--- src/rtl/thpu_pkg.sv ---
// Shared constants, types and lookup functions for the turtle heading/position unit.
package thpu_pkg;

  // Fixed-point setup
  localparam int DIST_BITS      = 12;
  localparam int POS_FRAC_BITS  = 16;
  localparam int TRIG_FRAC_BITS = 15;

  // Field widths
  localparam int CMD_W  = 2;
  localparam int AMT_W  = 12;
  localparam int POS_W  = 32;
  localparam int HEAD_W = 9;
  localparam int DIST_W = (DIST_BITS < AMT_W) ? DIST_BITS : AMT_W;

  // Trig words are one bit wider than the fraction so that sin(90) = 1.0 fits
  localparam int TRIG_W = TRIG_FRAC_BITS + 1;
  localparam int IDX_W  = 7;

  // Angle constants, degrees
  localparam int DEG_FULL = 360;
  localparam int DEG_HALF = 180;
  localparam int DEG_QTR  = 90;

  // Rescale from trig fraction to position fraction
  localparam int FRAC_SH = POS_FRAC_BITS - TRIG_FRAC_BITS;
  localparam int LSH     = (FRAC_SH > 0) ? FRAC_SH : 0;
  localparam int RSH     = (FRAC_SH < 0) ? -FRAC_SH : 0;
  localparam int PROD_W  = DIST_W + TRIG_W;
  localparam int STEP_W  = PROD_W + LSH + 1;
  localparam int SUM_W   = ((STEP_W > POS_W) ? STEP_W : POS_W) + 2;

  // amount mod 360 by reciprocal: q = (a * 182) >> 16 is floor or floor-1
  localparam int RECIP_360 = 182;
  localparam int RECIP_W   = 8;
  localparam int RECIP_SH  = 16;
  localparam int MQ_W      = AMT_W + RECIP_W - RECIP_SH;

  typedef enum logic [CMD_W-1:0] {
    CMD_FWD   = 2'd0,
    CMD_RIGHT = 2'd1,
    CMD_LEFT  = 2'd2
  } cmd_t;

  // Signed trig value as sign and magnitude
  typedef struct packed {
    logic              neg;
    logic [TRIG_W-1:0] mag;
  } trig_t;

  // Heading update request
  typedef struct packed {
    logic              valid;
    logic              left;
    logic [HEAD_W-1:0] deg;
  } turn_req_t;

  function automatic logic [HEAD_W-1:0] mod360(input logic [AMT_W-1:0] a);
    logic [AMT_W+RECIP_W-1:0] prod;
    logic [MQ_W-1:0]          q;
    logic [AMT_W-1:0]         r;
    prod = a * RECIP_W'(RECIP_360);
    q    = MQ_W'(prod >> RECIP_SH);
    r    = a - AMT_W'(AMT_W'(q) * AMT_W'(DEG_FULL));
    if (r >= AMT_W'(DEG_FULL)) begin
      r = r - AMT_W'(DEG_FULL);
    end
    return HEAD_W'(r);
  endfunction

  // Quarter-wave sine, sin(k deg) * 2^15 rounded, k = 0..90
  function automatic logic [TRIG_W-1:0] sin_rom(input logic [IDX_W-1:0] k);
    logic [TRIG_W-1:0] v;
    case (k)
      7'd0:  v = 16'd0;     7'd1:  v = 16'd572;   7'd2:  v = 16'd1144;
      7'd3:  v = 16'd1715;  7'd4:  v = 16'd2286;  7'd5:  v = 16'd2856;
      7'd6:  v = 16'd3425;  7'd7:  v = 16'd3993;  7'd8:  v = 16'd4560;
      7'd9:  v = 16'd5126;  7'd10: v = 16'd5690;  7'd11: v = 16'd6252;
      7'd12: v = 16'd6813;  7'd13: v = 16'd7371;  7'd14: v = 16'd7927;
      7'd15: v = 16'd8481;  7'd16: v = 16'd9032;  7'd17: v = 16'd9580;
      7'd18: v = 16'd10126; 7'd19: v = 16'd10668; 7'd20: v = 16'd11207;
      7'd21: v = 16'd11743; 7'd22: v = 16'd12275; 7'd23: v = 16'd12803;
      7'd24: v = 16'd13328; 7'd25: v = 16'd13848; 7'd26: v = 16'd14365;
      7'd27: v = 16'd14876; 7'd28: v = 16'd15384; 7'd29: v = 16'd15886;
      7'd30: v = 16'd16384; 7'd31: v = 16'd16877; 7'd32: v = 16'd17364;
      7'd33: v = 16'd17847; 7'd34: v = 16'd18324; 7'd35: v = 16'd18795;
      7'd36: v = 16'd19261; 7'd37: v = 16'd19720; 7'd38: v = 16'd20174;
      7'd39: v = 16'd20622; 7'd40: v = 16'd21063; 7'd41: v = 16'd21498;
      7'd42: v = 16'd21926; 7'd43: v = 16'd22348; 7'd44: v = 16'd22763;
      7'd45: v = 16'd23170; 7'd46: v = 16'd23571; 7'd47: v = 16'd23965;
      7'd48: v = 16'd24351; 7'd49: v = 16'd24730; 7'd50: v = 16'd25102;
      7'd51: v = 16'd25466; 7'd52: v = 16'd25822; 7'd53: v = 16'd26170;
      7'd54: v = 16'd26510; 7'd55: v = 16'd26842; 7'd56: v = 16'd27166;
      7'd57: v = 16'd27482; 7'd58: v = 16'd27789; 7'd59: v = 16'd28088;
      7'd60: v = 16'd28378; 7'd61: v = 16'd28660; 7'd62: v = 16'd28932;
      7'd63: v = 16'd29197; 7'd64: v = 16'd29452; 7'd65: v = 16'd29698;
      7'd66: v = 16'd29935; 7'd67: v = 16'd30163; 7'd68: v = 16'd30382;
      7'd69: v = 16'd30592; 7'd70: v = 16'd30792; 7'd71: v = 16'd30983;
      7'd72: v = 16'd31164; 7'd73: v = 16'd31336; 7'd74: v = 16'd31499;
      7'd75: v = 16'd31651; 7'd76: v = 16'd31795; 7'd77: v = 16'd31928;
      7'd78: v = 16'd32052; 7'd79: v = 16'd32166; 7'd80: v = 16'd32270;
      7'd81: v = 16'd32365; 7'd82: v = 16'd32449; 7'd83: v = 16'd32524;
      7'd84: v = 16'd32588; 7'd85: v = 16'd32643; 7'd86: v = 16'd32688;
      7'd87: v = 16'd32723; 7'd88: v = 16'd32748; 7'd89: v = 16'd32763;
      7'd90: v = 16'd32768;
      default: v = '0;
    endcase
    return v;
  endfunction

endpackage

--- src/rtl/turtle_heading_position_unit.sv ---
// Turtle pen unit: takes one command beat per cycle when not stalled and, for
// each forward command, returns one segment beat (start and end point, signed
// Q16.16). A command passes an input register and then, if it is a forward
// move, the result register. Throughput is one command per cycle unless the
// result side stalls, set by the combinational heading and position update
// (table lookup, one 12x16 multiply and a saturating add per axis). Turns and
// the unused command code update state (or nothing) and return no beat; they
// never wait on the result side. A forward command holds in the input
// register only while the result register is full and out_ready is low.
// Heading starts at zero (pointing along +y) and the pen at the origin.
module turtle_heading_position_unit (
  input  logic                               clk,
  input  logic                               rst_n,
  // command channel
  input  logic                               in_valid,
  output logic                               in_ready,
  input  logic [thpu_pkg::CMD_W-1:0]         in_cmd,
  input  logic [thpu_pkg::AMT_W-1:0]         in_amount,
  // segment channel
  output logic                               out_valid,
  input  logic                               out_ready,
  output logic signed [thpu_pkg::POS_W-1:0]  out_start_x,
  output logic signed [thpu_pkg::POS_W-1:0]  out_start_y,
  output logic signed [thpu_pkg::POS_W-1:0]  out_end_x,
  output logic signed [thpu_pkg::POS_W-1:0]  out_end_y
);

  // ---------------- input register ----------------
  logic                          s1_valid_r;
  logic                          s1_valid_nxt;
  logic [thpu_pkg::CMD_W-1:0]    s1_cmd_r;
  logic [thpu_pkg::DIST_W-1:0]   s1_dist_r;
  logic [thpu_pkg::HEAD_W-1:0]   s1_deg_r;

  // ---------------- state and result ----------------
  logic [thpu_pkg::POS_W-1:0]    pos_x_r;
  logic [thpu_pkg::POS_W-1:0]    pos_y_r;
  logic [thpu_pkg::POS_W-1:0]    pos_x_nxt;
  logic [thpu_pkg::POS_W-1:0]    pos_y_nxt;
  logic                          out_valid_r;
  logic                          out_valid_nxt;
  logic [thpu_pkg::POS_W-1:0]    out_start_x_r;
  logic [thpu_pkg::POS_W-1:0]    out_start_y_r;
  logic [thpu_pkg::POS_W-1:0]    out_end_x_r;
  logic [thpu_pkg::POS_W-1:0]    out_end_y_r;

  logic                          in_acc;
  logic                          s1_fwd;
  logic                          s1_adv;
  logic                          fwd_go;
  logic                          out_free;
  logic [thpu_pkg::HEAD_W-1:0]   heading;
  thpu_pkg::turn_req_t           turn_req;
  thpu_pkg::trig_t               trig_sin;
  thpu_pkg::trig_t               trig_cos;

  // Handshake: the input register drains when its command needs no result
  // slot, or the slot is free or being emptied this cycle.
  assign s1_fwd    = (s1_cmd_r == thpu_pkg::CMD_FWD);
  assign out_free  = !out_valid_r || out_ready;
  assign s1_adv    = s1_valid_r && (!s1_fwd || out_free);
  assign fwd_go    = s1_adv && s1_fwd;
  assign in_ready  = !s1_valid_r || s1_adv;
  assign in_acc    = in_valid && in_ready;

  assign s1_valid_nxt  = in_acc || (s1_valid_r && !s1_adv);
  assign out_valid_nxt = fwd_go || (out_valid_r && !out_ready);

  always_ff @(posedge clk) begin
    if (!rst_n) begin
      s1_valid_r  <= 1'b0;
      out_valid_r <= 1'b0;
    end else begin
      s1_valid_r  <= s1_valid_nxt;
      out_valid_r <= out_valid_nxt;
    end
  end

  // Turn amount is reduced mod 360 on the way in, keeping the heading
  // update down to one add and one wrap.
  always_ff @(posedge clk) begin
    if (in_acc) begin
      s1_cmd_r  <= in_cmd;
      s1_dist_r <= in_amount[thpu_pkg::DIST_W-1:0];
      s1_deg_r  <= thpu_pkg::mod360(in_amount);
    end
  end

  // ---------------- heading ----------------
  assign turn_req.valid = s1_adv && ((s1_cmd_r == thpu_pkg::CMD_RIGHT) ||
                                     (s1_cmd_r == thpu_pkg::CMD_LEFT));
  assign turn_req.left  = (s1_cmd_r == thpu_pkg::CMD_LEFT);
  assign turn_req.deg   = s1_deg_r;

  thpu_turn u_turn (
    .clk     (clk),
    .rst_n   (rst_n),
    .req     (turn_req),
    .heading (heading)
  );

  thpu_trig u_trig (
    .heading (heading),
    .sin_o   (trig_sin),
    .cos_o   (trig_cos)
  );

  // ---------------- position: x follows sine, y follows cosine ----------------
  thpu_axis u_axis_x (
    .pos_i  (pos_x_r),
    .dist_i (s1_dist_r),
    .trig_i (trig_sin),
    .pos_o  (pos_x_nxt)
  );

  thpu_axis u_axis_y (
    .pos_i  (pos_y_r),
    .dist_i (s1_dist_r),
    .trig_i (trig_cos),
    .pos_o  (pos_y_nxt)
  );

  always_ff @(posedge clk) begin
    if (!rst_n) begin
      pos_x_r <= '0;
      pos_y_r <= '0;
    end else if (fwd_go) begin
      pos_x_r <= pos_x_nxt;
      pos_y_r <= pos_y_nxt;
    end
  end

  // Segment beat payload, loaded with the move it reports
  always_ff @(posedge clk) begin
    if (fwd_go) begin
      out_start_x_r <= pos_x_r;
      out_start_y_r <= pos_y_r;
      out_end_x_r   <= pos_x_nxt;
      out_end_y_r   <= pos_y_nxt;
    end
  end

  assign out_valid   = out_valid_r;
  assign out_start_x = out_start_x_r;
  assign out_start_y = out_start_y_r;
  assign out_end_x   = out_end_x_r;
  assign out_end_y   = out_end_y_r;

  // ---------------- assertions ----------------
  // Heading always stays inside one turn.
  a_heading_range: assert property (@(posedge clk) disable iff (!rst_n)
    heading < thpu_pkg::HEAD_W'(thpu_pkg::DEG_FULL))
    else $error("heading out of range");

  // A pending segment always ends where the pen now sits.
  a_end_is_pos: assert property (@(posedge clk) disable iff (!rst_n)
    out_valid_r |-> (out_end_x_r == pos_x_r) && (out_end_y_r == pos_y_r))
    else $error("segment end differs from pen position");

  // A forward move reports its start from the old pen position.
  a_start_from_pos: assert property (@(posedge clk) disable iff (!rst_n)
    fwd_go |=> out_valid_r && (out_start_x_r == $past(pos_x_r)) &&
               (out_start_y_r == $past(pos_y_r)))
    else $error("segment start mismatch");

  // Commands other than forward never move the pen.
  a_turn_no_move: assert property (@(posedge clk) disable iff (!rst_n)
    (s1_adv && !s1_fwd) |=> $stable(pos_x_r) && $stable(pos_y_r))
    else $error("pen moved on a non-forward command");

endmodule

--- src/rtl/thpu_turn.sv ---
// Heading register with modulo-360 turn update.
module thpu_turn (
  input  logic                           clk,
  input  logic                           rst_n,
  input  thpu_pkg::turn_req_t            req,
  output logic [thpu_pkg::HEAD_W-1:0]    heading
);

  logic [thpu_pkg::HEAD_W-1:0] heading_r;
  logic [thpu_pkg::HEAD_W-1:0] heading_nxt;
  logic [thpu_pkg::HEAD_W:0]   sum;

  // sum is below 720 in both directions, so one subtract wraps it
  always_comb begin
    if (req.left) begin
      sum = {1'b0, heading_r} + (thpu_pkg::HEAD_W+1)'(thpu_pkg::DEG_FULL) - {1'b0, req.deg};
    end else begin
      sum = {1'b0, heading_r} + {1'b0, req.deg};
    end
    if (sum >= (thpu_pkg::HEAD_W+1)'(thpu_pkg::DEG_FULL)) begin
      heading_nxt = thpu_pkg::HEAD_W'(sum - (thpu_pkg::HEAD_W+1)'(thpu_pkg::DEG_FULL));
    end else begin
      heading_nxt = thpu_pkg::HEAD_W'(sum);
    end
  end

  always_ff @(posedge clk) begin
    if (!rst_n) begin
      heading_r <= '0;
    end else if (req.valid) begin
      heading_r <= heading_nxt;
    end
  end

  assign heading = heading_r;

endmodule

--- src/rtl/thpu_trig.sv ---
// Sine and cosine of the heading from the quarter-wave table.
module thpu_trig (
  input  logic [thpu_pkg::HEAD_W-1:0] heading,
  output thpu_pkg::trig_t             sin_o,
  output thpu_pkg::trig_t             cos_o
);

  logic [1:0]                  quad;
  logic [1:0]                  quad_c;
  logic [thpu_pkg::IDX_W-1:0]  rem;
  logic [thpu_pkg::IDX_W-1:0]  idx_s;
  logic [thpu_pkg::IDX_W-1:0]  idx_c;
  logic [thpu_pkg::HEAD_W-1:0] base;

  always_comb begin
    if (heading >= thpu_pkg::HEAD_W'(thpu_pkg::DEG_HALF + thpu_pkg::DEG_QTR)) begin
      quad = 2'd3;
      base = thpu_pkg::HEAD_W'(thpu_pkg::DEG_HALF + thpu_pkg::DEG_QTR);
    end else if (heading >= thpu_pkg::HEAD_W'(thpu_pkg::DEG_HALF)) begin
      quad = 2'd2;
      base = thpu_pkg::HEAD_W'(thpu_pkg::DEG_HALF);
    end else if (heading >= thpu_pkg::HEAD_W'(thpu_pkg::DEG_QTR)) begin
      quad = 2'd1;
      base = thpu_pkg::HEAD_W'(thpu_pkg::DEG_QTR);
    end else begin
      quad = 2'd0;
      base = '0;
    end
    rem    = thpu_pkg::IDX_W'(heading - base);
    // cos(h) = sin(h + 90): next quadrant, same remainder
    quad_c = quad + 2'd1;
    idx_s  = quad[0]   ? thpu_pkg::IDX_W'(thpu_pkg::DEG_QTR) - rem : rem;
    idx_c  = quad_c[0] ? thpu_pkg::IDX_W'(thpu_pkg::DEG_QTR) - rem : rem;
    sin_o.neg = quad[1];
    sin_o.mag = thpu_pkg::sin_rom(idx_s);
    cos_o.neg = quad_c[1];
    cos_o.mag = thpu_pkg::sin_rom(idx_c);
  end

endmodule

--- src/rtl/thpu_axis.sv ---
// One axis of a move: distance times trig, rescaled, added and saturated.
module thpu_axis (
  input  logic [thpu_pkg::POS_W-1:0]  pos_i,
  input  logic [thpu_pkg::DIST_W-1:0] dist_i,
  input  thpu_pkg::trig_t             trig_i,
  output logic [thpu_pkg::POS_W-1:0]  pos_o
);

  localparam logic [thpu_pkg::STEP_W-1:0] RND =
    thpu_pkg::STEP_W'((64'd1 << thpu_pkg::RSH) >> 1);

  logic [thpu_pkg::PROD_W-1:0] prod;
  logic [thpu_pkg::STEP_W-1:0] step;
  logic [thpu_pkg::SUM_W-1:0]  pos_ext;
  logic [thpu_pkg::SUM_W-1:0]  step_ext;
  logic [thpu_pkg::SUM_W-1:0]  sum;
  logic                        ovf;

  always_comb begin
    prod     = thpu_pkg::PROD_W'(dist_i) * thpu_pkg::PROD_W'(trig_i.mag);
    // round-half-away on magnitude, sign applied after
    step     = ((thpu_pkg::STEP_W'(prod) << thpu_pkg::LSH) + RND) >> thpu_pkg::RSH;
    pos_ext  = {{(thpu_pkg::SUM_W-thpu_pkg::POS_W){pos_i[thpu_pkg::POS_W-1]}}, pos_i};
    step_ext = thpu_pkg::SUM_W'(step);
    sum      = trig_i.neg ? pos_ext - step_ext : pos_ext + step_ext;
    // overflow when the bits above the result sign disagree with it
    ovf      = (sum[thpu_pkg::SUM_W-1:thpu_pkg::POS_W-1] != '0) &&
               (sum[thpu_pkg::SUM_W-1:thpu_pkg::POS_W-1] != '1);
    if (ovf) begin
      pos_o = sum[thpu_pkg::SUM_W-1] ? {1'b1, {(thpu_pkg::POS_W-1){1'b0}}}
                                     : {1'b0, {(thpu_pkg::POS_W-1){1'b1}}};
    end else begin
      pos_o = sum[thpu_pkg::POS_W-1:0];
    end
  end

endmodule

--- config.mk ---
export PLATFORM = sky130hd
export DESIGN_NAME = turtle_heading_position_unit
export DESIGN_NICKNAME = d
export VERILOG_FILES = /design/src/rtl/thpu_pkg.sv /design/src/rtl/turtle_heading_position_unit.sv /design/src/rtl/thpu_turn.sv /design/src/rtl/thpu_trig.sv /design/src/rtl/thpu_axis.sv
export SDC_FILE = /design/constraint.sdc
export NUM_CORES = 2
export LEC_CHECK = 0
export ABC_CLOCK_PERIOD_IN_PS = 16000
export BUFFER_PORTS_ARGS = -buffer_cell sky130_fd_sc_hd__buf_2
export CORE_MARGIN = 10
export CORE_UTILIZATION = 30
export DETAILED_ROUTE_END_ITERATION = 8
export PLACE_DENSITY = 0.51
export REMOVE_ABC_BUFFERS = 1
export SLEW_MARGIN = 10
export SYNTH_ARGS = -nofsm -noshare
export SYNTH_HDL_FRONTEND = slang
export SYNTH_SLANG_ARGS = --single-unit
--- constraint.sdc ---
create_clock -name clk -period 16 [get_ports clk]
set_input_delay 0.8 -clock clk [delete_from_list [all_inputs] [get_ports clk]]
set_output_delay 0.8 -clock clk [all_outputs]
set_load 0.01 [all_outputs]
Word level (Yosys, flattened, before mapping)
Memory sizes are Yosys's and may differ from the RTL's.
Index checks and enable logic that the tools add are counted.
{ "classes": {"add_sub_neg": 13, "n_eq_ne": 4, "mux": 17, "n_mul": 4, "order_cmp": 5, "n_reduce_logical": 22} }
{ "ops": {"columns": ["cell", "n"], "rows": [
  ["2-to-1 mux 32 bit", 4],
  ["2-to-1 mux 34 bit", 2],
  ["adder 32 x 30 -> 33 bit", 2],
  ["subtractor 32 x 30 -> 33 bit", 2],
  ["multiplier 12 x 16 -> 28 bit", 2],
  ["2-to-1 mux 7 bit", 5],
  ["multiplier 12 x 7 -> 19 bit (second input constant)", 1],
  ["2-to-1 mux 9 bit", 2],
  ["subtractor 9 bit (second input constant)", 2],
  [">= comparator 12 x 9 -> 1 bit (second input constant)", 1],
  ["subtractor 12 bit", 1],
  ["adder 9 x 9 -> 10 bit", 1],
  ["adder 9 x 9 -> 10 bit (second input constant)", 1],
  [">= comparator 10 x 9 -> 1 bit (second input constant)", 1],
  ["2-to-1 mux 10 bit", 1],
  ["subtractor 10 x 9 -> 10 bit", 1],
  [">= comparator 9 x 7 -> 1 bit (second input constant)", 1],
  [">= comparator 9 x 8 -> 1 bit (second input constant)", 1],
  [">= comparator 9 bit (second input constant)", 1],
  ["multiplier 4 x 6 -> 9 bit (second input constant)", 1],
  ["logical AND 1 bit", 8],
  ["subtractor 7 bit", 1],
  ["subtractor 7 bit (first input constant)", 1],
  ["logical OR 1 bit", 6],
  ["9 further kinds", 16]
]} }
{ "word_totals": {"mem_bits_ro": 4096, "out_inout_bits": 130, "elab_cells": 79, "in_bits": 18, "ff_bits": 226, "n_memories": 2} }
{ "memory_table": {"columns": ["memory", "words", "width", "rd", "rd_ports_with_merged_regs", "write_ports", "line_no", "rtl"], "rows": [
  ["(no name shown)", 128, 16, 1, 0, 0, "thpu_pkg.sv:74", "case (k)"],
  ["(no name shown)", 128, 16, 1, 0, 0, "thpu_pkg.sv:74", null]
]} }

Depth between registers and ports, before layout
An unclocked memory read counts as a cell.
{ "depth": {"ltp_word": 14, "depth_mapped": 61, "mapped_depth_nobuf": 53} }

By module
A second synthesis with hierarchy kept.
{ "unflattened": {"cells_unflattened": 3907, "hier_area_um2": 33353.2} }
{ "by_module_without_submodules": {"columns": ["mod", "area_each_um2", "seq_area_each_um2", "n_inst", "cells_per_inst"], "rows": [
  ["turtle_heading_position_unit", 9181.3, 5765.5, 1, 692],
  ["thpu_axis at u_axis_y", 8722.1, 0.0, 1, 1093],
  ["thpu_axis at u_axis_x", 8703.3, 0.0, 1, 1083],
  ["thpu_trig", 5069.9, 0.0, 1, 828],
  ["thpu_turn", 1676.6, 180.2, 1, 211]
]} }

Least setup slack after synthesis
Ideal clock, no wire load.
{ "synth_path": {"path_kind": "flip-flop to flip-flop", "startpoint": "register u_turn.heading_r, in the netlist u_turn.heading[2]", "endpoint": "register pos_x_r[30] (netlist name)", "path_buffers": 9, "stages_incl_launch_ff": 51, "arrival_ps": 12979, "period_less_slack_ps": 13104, "setup_time_ps": 125, "path_slack_ps": 2896, "required_ps": 15875, "path_cell_list": "dfxtp_1 o211ai_1 a211o_1 buf_2 a21oi_4 buf_2 nand2_1 fa_1 clkbuf_1 clkinv_1 xnor2_2 clkbuf_1 buf_1 clkbuf_1 ha_1 nor2_1 o311ai_0 o21ai_0 [15 not listed] o211a_1 nor4_1 nand2_1 nor4b_1 and2_1 a31oi_1 xnor2_1 ha_1 a21o_1 a21oi_1 o21ai_0 a21oi_1 o41ai_1 xor2_1 clkbuf_1 clkbuf_1 o21ai_0 a31oi_1"} }
{ "synth_via": {"elab_chain_len": 14, "word_cells_on_any_way": 22, "cone_classes": "add/sub: 4; mul: 1; order compare: 3; eq/ne: 1; mux: 10; reduce/logical: 2; memory: 1"} }
{ "synth_lines": {"columns": ["element", "line_no", "rtl"], "rows": [
  ["start, declared", "thpu_turn.sv:9", "logic [thpu_pkg::HEAD_W-1:0] heading_r;"],
  ["start signal, assigned", "thpu_turn.sv:31", "heading_r <= heading_nxt;"],
  [">= comparator 9 x 7 -> 1 bit", "thpu_trig.sv:22", "end else if (heading >= thpu_pkg::HEAD_W'(thpu_pkg::DEG_QTR)) begin"],
  ["2-to-1 mux 7 bit", "thpu_trig.sv:22", null],
  ["2-to-1 mux 7 bit", "thpu_trig.sv:19", "end else if (heading >= thpu_pkg::HEAD_W'(thpu_pkg::DEG_HALF)) begin"],
  ["2-to-1 mux 7 bit", "thpu_trig.sv:16", "if (heading >= thpu_pkg::HEAD_W'(thpu_pkg::DEG_HALF + thpu_pkg::DEG_QTR)) begin"],
  ["subtractor 7 bit", "thpu_trig.sv:29", "rem = thpu_pkg::IDX_W'(heading - base);"],
  ["subtractor 7 bit", "thpu_trig.sv:32", "idx_s = quad[0] ? thpu_pkg::IDX_W'(thpu_pkg::DEG_QTR) - rem : rem;"],
  ["2-to-1 mux 7 bit", "thpu_trig.sv:32", null],
  ["memory (128 x 16 bit)", null, null],
  ["multiplier 12 x 16 -> 28 bit", "thpu_axis.sv:20", "prod = thpu_pkg::PROD_W'(dist_i) * thpu_pkg::PROD_W'(trig_i.mag);"],
  ["adder 32 x 30 -> 33 bit / subtractor 32 x 30 -> 33 bit (equally long branches)", "thpu_axis.sv:25", "sum = trig_i.neg ? pos_ext - step_ext : pos_ext + step_ext;"],
  ["2-to-1 mux 34 bit *", "thpu_axis.sv:25", null],
  ["!= test 3 bit / nonzero test 3 bit (equally long branches)", "thpu_axis.sv:28, thpu_axis.sv:27", null],
  ["logical AND 1 bit", "thpu_axis.sv:27", "ovf = (sum[thpu_pkg::SUM_W-1:thpu_pkg::POS_W-1] != '0) &&"],
  ["2-to-1 mux 32 bit *", "thpu_axis.sv:29", "if (ovf) begin"],
  ["end signal, assigned", "turtle_heading_position_unit.sv:128", "pos_x_r <= pos_x_nxt;"],
  ["end, declared", "turtle_heading_position_unit.sv:36", "logic [thpu_pkg::POS_W-1:0] pos_x_r;"]
]} }
Mark *: on every way between the ends. The rest lies on a longest branch, timed or not.
A chain may end at the register's enable or synchronous reset.

Final worst setup path
{ "layout_path": {"startpoint": "register u_turn.heading_r, in the netlist u_turn.heading[4]", "endpoint": "register pos_x_r[0] (netlist name)"} }
The elaborated chain is that of the path after synthesis.

==> key figures <==
Yosys
  – Synth Area in Compound Gates: 20.6%
  – Async S/R FF share, synth: 0%
  – Post-synth EDFFs: 148
  – Sequential share of the synthesized area: 18.1%
  – Synth Area in Simple Gates: 15.5%
  – Post-synth cell types: 109
  – Synthesized instance count: 3926
  – Multiplexer share of the synthesized area: 0.630%
  – Largest family of logic cells by synthesized area: adder cells
  – Top_reg_cell synth: edfxtp_1
  – Top-area cell type share of the netlist area: 19.1%
  – Syn Area/Cell: 8.35 µm²
  – Yosys Warn Count: 0
  – Area of the mapped netlist: 0.0328 mm²
  – Synth area leader: fa_1
  – Synthesized-area fraction occupied by adder cells: 31.1%
  – Dominant cells by area after synthesis: fa_1 19%, edfxtp_1 14%, ha_1 12%, inv_1 5.9%, nand2_1 5.3%
  – XOR/XNOR share of the synthesized area: 5.44%
  – Post-synthesis register bit count: 223

Clocking
  – CTS buffer count: 26
  – Post-CTS setup buffer count: 0
  – CTS tree: done
  – H-tree depth: 1
  – Maximum root-to-sink buffer count: 3
  – Clock Sinks: 223
  – CTS Hold Bufs: 0
  – Skew-Pair Late Insertion Delay: 0.58 ns
  – CTS root buffer: clkbuf_16
  – Worst-path clk slew: 0.06 ns

Timing
  – Period utilization: 91.3%
  – Max-slew violations: 0
  – Max Fclk: 68.5 MHz
  – Setup TNS: 0 ns
  – Final setup margin: 1.40 ns
  – Final min period: 14.60 ns
  – Worst Tran Pin Value: 1.08 ns
  – Final Hold Viols: 0
  – Relative slew slack: 27.3%
  – Final Setup Violations: 0
  – RSZ-0062 raised after global routing: false
  – Layout Skew: 0.0441 ns
  – Min Hold Slack: 0.390 ns

Drt
  – DRC Markers: 0
  – WL per Instance: 17.5 µm
  – Antenna Violating Nets Remaining: 0
  – Detailed Route WL: 94600 µm
  – DR iter-0 viols: 1691
  – Via/cell ratio: 5.15
  – DR vias: 27.9k
  – Pre-Repair DR Iteration Count: 5

Global routing
  – Pin count of the biggest net entering global routing: 94
  – Total GRT Usage: 15.1%
  – First-pass GRT wire length: 155000 µm
  – Initial antenna violation count: 3
  – Vias in the first global route: 28.0k
  – GRT overflow: 0

Critical path
  – CP startpoint kind: flop
  – R2R Path End: pos_x_r[0]$_SDFFE_PN0P_
  – Crit path from: u_turn.heading[4]$_SDFFE_PN0P_
  – CP max stage delay: 0.73 ns
  – Critical Path End Type: flop
  – CP Class: reg -> reg
  – Worst path most repeated cell: nand2_1
  – Crit-path max FO: 23
  – Slowest CP cell: o31ai_1
  – Arr. time, crit path: 15.07 ns
  – Worst R2R Start: u_turn.heading[4]$_SDFFE_PN0P_
  – Worst path required time: 16.47 ns
  – Reg2Reg Depth: 50
  – Reg2reg setup slack: 1.40 ns

Floorplan
  – Die boundary height: 351 µm
  – Die X: 351 µm
  – Initial Util: 30.2%
  – Core area: 0.109 mm²
  – DIE AREA: 0.123 mm²
  – Ports: 148
  – # rows: 121

Job
  – MaxCap Viol Count: 0

Final layout
  – Share of cells above drive strength 1: 9.06%
  – P&R area growth vs syn: 10.1%
  – Cell Count, Final, Fillers Out: 5411
  – Final net count: 4612

Outcome
  – Status: finished, final reports clean

Place
  – Placement Setup Slack: 1.13 ns
  – Final HPWL DP: 73400 µm
  – Placed instance count: 5362
  – Buffers added on ports: 147
  – GPL Wtd Cong: 0.884

Hold path
  – Hold EP: s1_cmd_r[1]$_DFFE_PP_
  – Worst Hold Depth: 1
  – Hold Path Origin: in_cmd[1]
  – Hold crit path type: in -> reg
-- worst max-delay path by stage --
stage / endpoint / slack, ns / cells after the start
floorplan: pos_x_r[18]$_SDFFE_PN0P_ / 0.65 / 45
global placement: pos_x_r[0]$_SDFFE_PN0P_ / 1.11 / 48
detailed placement: pos_x_r[0]$_SDFFE_PN0P_ / 1.13 / 48
CTS: pos_x_r[0]$_SDFFE_PN0P_ / 1.04 / 48
global route: pos_x_r[0]$_SDFFE_PN0P_ / 0.12 / 50
finish: pos_x_r[0]$_SDFFE_PN0P_ / 1.40 / 50
-- cell families (layout without fill, tap and decap cells) --
logic type,Yosys count,count (layout)
AOI/OAI and AO/OA,1012,1012
xor gates and xnor gates,197,197
adders and majority gates,627,627
buffers and inverters,743,813
DFF,223,223
muxes,19,19
other,0,1
and+or+nand+nor,1105,1105
-- cells in the mapped netlist (13+ instances only) --
cell type / instances
a22oi_1: 13
nor2b_1: 31
o211ai_1: 42
o311ai_0: 15
buf_2: 24
a31oi_1: 53
nand2b_1: 38
o21bai_1: 22
mux2i_1: 15
ha_1: 305
xnor2_1: 119
edfxtp_1: 148
o22ai_1: 17
o21ai_0: 196
dfxtp_1: 75
a221oi_1: 17
nor3_1: 54
buf_1: 16
and2_1: 123
nor4_1: 13
a311oi_1: 13
a211o_1: 17
o21a_1: 32
xor2_1: 72
a21oi_1: 257
nand3_1: 56
nand2_1: 467
or3_1: 19
o21ai_1: 31
o31ai_1: 27
a211oi_1: 57
clkbuf_1: 175
inv_1: 515
nor2_1: 236
fa_1: 313
a21o_1: 64
nand4_1: 18
-- critical path, delay by kind of cell, from the launching register on --
family / cells / cell delay, ns
buffers and inverters: 7 / 1.22
AOI/OAI and AO/OA: 14 / 3.81
adders and majority gates: 8 / 3.94
xor gates and xnor gates: 3 / 0.64
and+or+nand+nor: 18 / 4.44
DFF: 1 / 0.39
-- metal layers --
layer,up-vias,share of wire (%),global-route usage (%)
li1,13500,-,-
met3,118,5.0,1.71
met4,2,2.1,3.51
met1,13500,47,20.9
met5,-,0.0074,0
met2,694,46,25.1
-- cell usage in the layout (no fill, tap or decap), types with 38 or more instances in the layout --
cell type / instances
buf_4: 93
edfxtp_1: 148
a21oi_1: 257
a21o_1: 64
inv_1: 514
nand3_1: 56
nand2b_1: 38
a211oi_1: 57
ha_1: 305
dfxtp_1: 73
o21ai_0: 195
and2_1: 123
buf_2: 147
nor3_1: 53
nand2_1: 467
o211ai_1: 42
nor2_1: 235
xor2_1: 70
fa_1: 312
xnor2_1: 117
a31oi_1: 52
-- cell type report --
class	count	area [µm²]
Fill cell	11500	72600
Multi-Input combinational cell	2960	24100
Sequential cell	223	5950
Inverter	524	1970
Tap cell	1414	1770
Timing Repair Buffer	241	1450
Clock buffer	34	712
Clock inverter	14	125
Antenna cell	1	2.50
-- state kept, by name, summed over array words and instances, names as in the netlist --
signal,count
out_end_y,32
s1_dist_r,12
s1_cmd_r,2
s1_deg_r,6
s1_valid_r,1
pos_y_r,32
u_turn.heading,9
out_start_y,32
pos_x_r,32
out_end_x,32
out_valid,1
out_start_x,32
-- stage by stage --
stage                     cell area (µm²)  util, %
final                               36100     33.2
after global routing                36100     33.2
after CTS                           36100     33.2
after detailed placement            35200     32.4
after global placement              35200     32.4
after floorplan                     31900        -
-- timing repair --
action / CTS / global route
hold endpoints to repair: 0 / 0
gates resized for setup: 0 / 3
setup endpoints to repair: 0 / 53
Power is left out: the tool's default activity adds up to more than one toggle a clock period on the data nets, which glitch-free logic cannot reach.
